$ cat src/hw/rtl/sjis_ram.sv
// ----------------------------------------------------------------------------
// sjis_ram
// Generic single-write, single-read RAM with registered read data.
// ----------------------------------------------------------------------------
module sjis_ram #(
    parameter int WIDTH = 16,
    parameter int DEPTH = 256
) (
    input  logic                     clk,
    input  logic                     wr_en,
    input  logic [$clog2(DEPTH)-1:0] wr_addr,
    input  logic [WIDTH-1:0]         wr_data,
    input  logic                     rd_en,
    input  logic [$clog2(DEPTH)-1:0] rd_addr,
    output logic [WIDTH-1:0]         rd_data
);

    logic [WIDTH-1:0] mem [DEPTH];
    logic [WIDTH-1:0] rd_data_reg;

    always_ff @(posedge clk)
    begin
        if (wr_en)
        begin
            mem[wr_addr] <= wr_data;
        end
        if (rd_en)
        begin
            rd_data_reg <= mem[rd_addr];
        end
    end

    assign rd_data = rd_data_reg;

endmodule

$ cat config.mk
export PLATFORM = sky130hd
export DESIGN_NAME = sjis_ram
export DESIGN_NICKNAME = d
export VERILOG_FILES = /design/src/hw/rtl/sjis_ram.sv
export SDC_FILE = /design/constraint.sdc
export NUM_CORES = 2
export LEC_CHECK = 0
export BUFFER_PORTS_ARGS = -buffer_cell sky130_fd_sc_hd__buf_2
export CORE_MARGIN = 8
export CORE_UTILIZATION = 44
export CTS_CLUSTER_DIAMETER = 120
export DETAILED_ROUTE_END_ITERATION = 8
export PLACE_DENSITY_LB_ADDON = 0.05
export REMOVE_ABC_BUFFERS = 1
export SLEW_MARGIN = 20
export SYNTH_ARGS = -nofsm -noshare
export SYNTH_HDL_FRONTEND = slang
export SYNTH_SLANG_ARGS = --single-unit
$ cat constraint.sdc
create_clock -name clk -period 8.6 [get_ports clk]
set_clock_uncertainty 0.05 [all_clocks]
set_input_delay 1.72 -clock clk [delete_from_list [all_inputs] [get_ports clk]]
set_output_delay 1.72 -clock clk [all_outputs]
set_load 0.005 [all_outputs]
; After elaboration in Yosys (flattened, before gate mapping)
; Memories as Yosys holds them, arrays and structs flattened. A register that Yosys moved wholly into a read port is not among the register bits.
; Cells that the tools add are included.
; W data, S select, Z words.
[word_totals]
memories = 1
mem_bits_rw = 4096
wordCells = 3
input_bits = 35
register_bits = 0
[memory_table]
columns = name, depth, width, rd, rd_ports_with_merged_regs, wr, line
row1 = mem, 256, 16, 1, 1, 1, 18  ; logic [WIDTH-1:0] mem [DEPTH];
[op_classes]
muxes = 2
[ops]
columns = operator, count
row1 = $mux W1, 2

; Logic depth before layout (Yosys ltp)
[logic_depth]
ltp_word = 2
mapped_depth = 12

; Worst setup path after synthesis
; No wires, ideal clock.
[synth_timing]
path_kind = input to register
start = in rd_addr[0]
end = reg rd_data_reg[4], in the netlist rd_data[4] (read register of mem) (data pin)
n_path_buf = 3
arrival_time_ps = 3704
setup_ps = 265
slack_ps = 4581
required_ps = 8285
path_stages = 8
cell_sequence = buf_6 > buf_6 > buf_2 > mux4_2 > mux4_2 > a22o_1 > o32ai_2 > nor4_2
[synth_rtl]
columns = element, line
row1 = from (decl), 14  ; input logic [$clog2(DEPTH)-1:0] rd_addr,
row2 = to (decl), 19  ; logic [WIDTH-1:0] rd_data_reg;

==> flow_metrics.env <==
export IMPL_hold_violations=0
export IMPL_drive_above_1_share_pct=25.8
export IMPL_io_pins=51
export IMPL_maxCapViolations=0
export IMPL_cts_buffers=439
export IMPL_hpwl_um=275000
export IMPL_finalSetupViolCount=0
export IMPL_coreArea_mm2=0.359
export IMPL_sw_frac_of_total_pct=21.7
export IMPL_drc=0
export IMPL_dieArea_mm2=0.381
export IMPL_grt_pass1_vias=78300
export IMPL_ir_drop_mv=0.176
export IMPL_syn2layout_area_growth_pct=13.5
export IMPL_grt_pass1_wl_um=642000
export IMPL_cpPeakStageDelay_ps=880
export IMPL_via_per_inst=6.04
export IMPL_synth_simple_area_share_pct=1.57
export IMPL_post_route_period_util_pct=62.5
export IMPL_cts_tree="done"
export IMPL_cts_repair_resized=0
export IMPL_cts_hold_buf=0
export IMPL_dr_pass1_iters=6
export IMPL_final_cell_mix="edfxtp_1 (4112), mux4_2 (797), mux2i_1 (565), clkbuf_16 (445), buf_4 (359)"
export IMPL_worstSetupPathType="in2reg"
export IMPL_fmax_mhz=186
export IMPL_hold_class="in2reg"
export IMPL_dieWidth_um=617
export IMPL_finalWeightedCongestion=0.837
export IMPL_synth_distinct_cells=51
export IMPL_postLayoutCoreUtil_pct=50.2
export IMPL_p_per_area_mw_per_mm2=235
export IMPL_start_kind="input pin"
export IMPL_cts_setup_buffers=0
export IMPL_synth_mux_area_share_pct=15.5
export IMPL_power_switching_uw=9190
export IMPL_yosys_warnings=0
export IMPL_die_height_um=617
export IMPL_gr_usage_met3_pct=3.50
export IMPL_ant_nets=0
export IMPL_final_common_cell="edfxtp_1"
export IMPL_cp_num_buf_inv=4
export IMPL_synth_top_family_by_area="multiplexers"
export IMPL_critPathRequiredTime_ps=9300
export IMPL_rows=220
export IMPL_slew_headroom_pct=17.3
export IMPL_cp_data_arrival_time_ps=6080
export IMPL_vias=78200
export IMPL_routed_wl_um=461000
export IMPL_antenna_found_initial=34
export IMPL_fin_nets=7826
export IMPL_pwr_share_comb_pct=5.0
export IMPL_initial_core_util_pct=44.2
export IMPL_synth_fa_ha_area_share_pct=0
export IMPL_clockPowerShare_pct=42.9
export IMPL_critPathTopFamily="buffers and inverters"
export IMPL_grt_max_degree=145
export IMPL_clk_latency_ps=970
export IMPL_clk_pin_slew_ps=60
export IMPL_syn_area_mm2=0.159
export IMPL_grt_busiest_layer="met2"
export IMPL_internal_power_uw=33300
export IMPL_post_route_min_period_ps=5380
export IMPL_crit_path_frequent_cell="buf_12"
export IMPL_root_buffer="clkbuf_16"
export IMPL_synth_seq_cells=4112
export IMPL_cp_max_fo=90
export IMPL_yosysSeqAreaShare_pct=77.7
export IMPL_avgSynthCellArea_um2=21.6
export IMPL_synth_area_leaders="edfxtp_1 (78%), mux4_2 (11%), mux2i_1 (3.6%), o221ai_1 (1.4%), nor2_1 (0.72%)"
export IMPL_fin_setup_tns_ps=0
export IMPL_clockBufferDepth=4
export IMPL_seqPwrFrac_pct=52.2
export IMPL_grt_usage_pct=23.8
export IMPL_final_max_slew_viol_count=0
export IMPL_grt_met1_usage_pct=34.1
export IMPL_rsz0062_at_grt="false"
export IMPL_yosysTopAreaCell="edfxtp_1"
export IMPL_worstMarginPinSlew_ps=1230
export IMPL_netlist_instances=7360
export IMPL_wire_per_inst_um=35.6
export IMPL_synth_compound_area_share_pct=3.53
export IMPL_largest_reg_flops=4096
export IMPL_whs_ps=1120
export IMPL_endpoint_kind="register"
export IMPL_crit_chain="buf_8 > buf_12 > buf_12 > buf_4 > mux4_2 > o32ai_1 > a22oi_1 > nand4_1 > nor4_1"
export IMPL_cts_sinks=4112
export IMPL_htree_levels=5
export IMPL_drt_iter0_drc=8577
export IMPL_p_total_uw=42400
export IMPL_overflow=0
export IMPL_synth_top_area_share_pct=77.7
export IMPL_p_leak_uw=0.0568
export IMPL_crit_slowest_cell="a22oi_1"
export IMPL_port_buffers=50
export IMPL_grt_use_met2_pct=38.6
export IMPL_synth_xor_area_share_pct=0
export IMPL_status="finished, final reports clean"
-- power groups by stage --
stage,clock network [uW],registers (uW),logic (uW)
after floorplan,0,22500,815
after global placement,0,22600,2110
after detailed placement,0,22600,2140
after CTS,18600,22100,2140
after global routing,19300,22100,2210
final,18200,22100,2110
-- synthesized netlist by cell type (all sizes together) --
cell / instances
edfxtp: 4112
mux4: 797
mux2i: 565
nor2: 304
o221ai: 253
clkbuf: 230
buf: 222
a21oi: 175
o22ai: 148
nor3: 92
mux2: 88
a22oi: 43
nand2: 38
o21ai: 38
nand3: 35
a22o: 32
a221oi: 28
nand4: 26
o32ai: 21
a211oi: 18
nor4: 18
o31ai: 16
and3: 11
nor2b: 9
a2111oi: 6
a31oi: 6
or2: 5
inv: 4
nand2b: 3
nand4b: 3
a21o: 2
and2: 2
and4: 2
nor4bb: 2
or3: 2
nand3b: 1
nor3b: 1
or3b: 1
or4b: 1
-- routing by layer --
layer  wire length (um)  up-vias  part of all wire [%]
met3              26900      554                   5.8
li1                   -    32300                     -
met1             200000    42900                    43
met2             221000     2504                    48
met5                  6        -                0.0013
met4              12800        2                   2.8
-- through the flow --
step / worst slack [ps] / cell area [um^2] / std cells
floorplan: 196 / 156000 / 6908
global placement: 1720 / 166000 / 12100
detailed placement: 2240 / 167000 / 12100
CTS: 3230 / 180000 / 12900
global route: 2950 / 180000 / 12900
finish: 3220 / 180000 / 13000
-- worst paths after layout --
check	from	end	slack, ps	cells after the start
min	wr_data[0]	mem[77][0]	1120	1
min reg2reg	mem[219][6]	rd_data[6]	1130	6
max reg2reg	mem[10][15]	rd_data[15]	5100	7
max	rd_addr[1]	rd_data[1]	3220	9
-- layout make-up --
cell class	instances	area, um^2
Clock inverter	271	2240
Sequential cell	4112	123000
Clock buffer	538	11500
Antenna cell	21	52.6
Timing Repair Buffer	442	3800
Multi-Input combinational cell	2792	33300
Inverter	4	27.5
Tap cell	4773	5970
Fill cell	28800	179000
-- cell families after synthesis --
group	count (synthesis)
AOI/OAI and AO/OA	786
buffers and inverters	456
DFF	4112
muxes	1450
and+or+nand+nor	556
(Power assumes the default switching activity.)
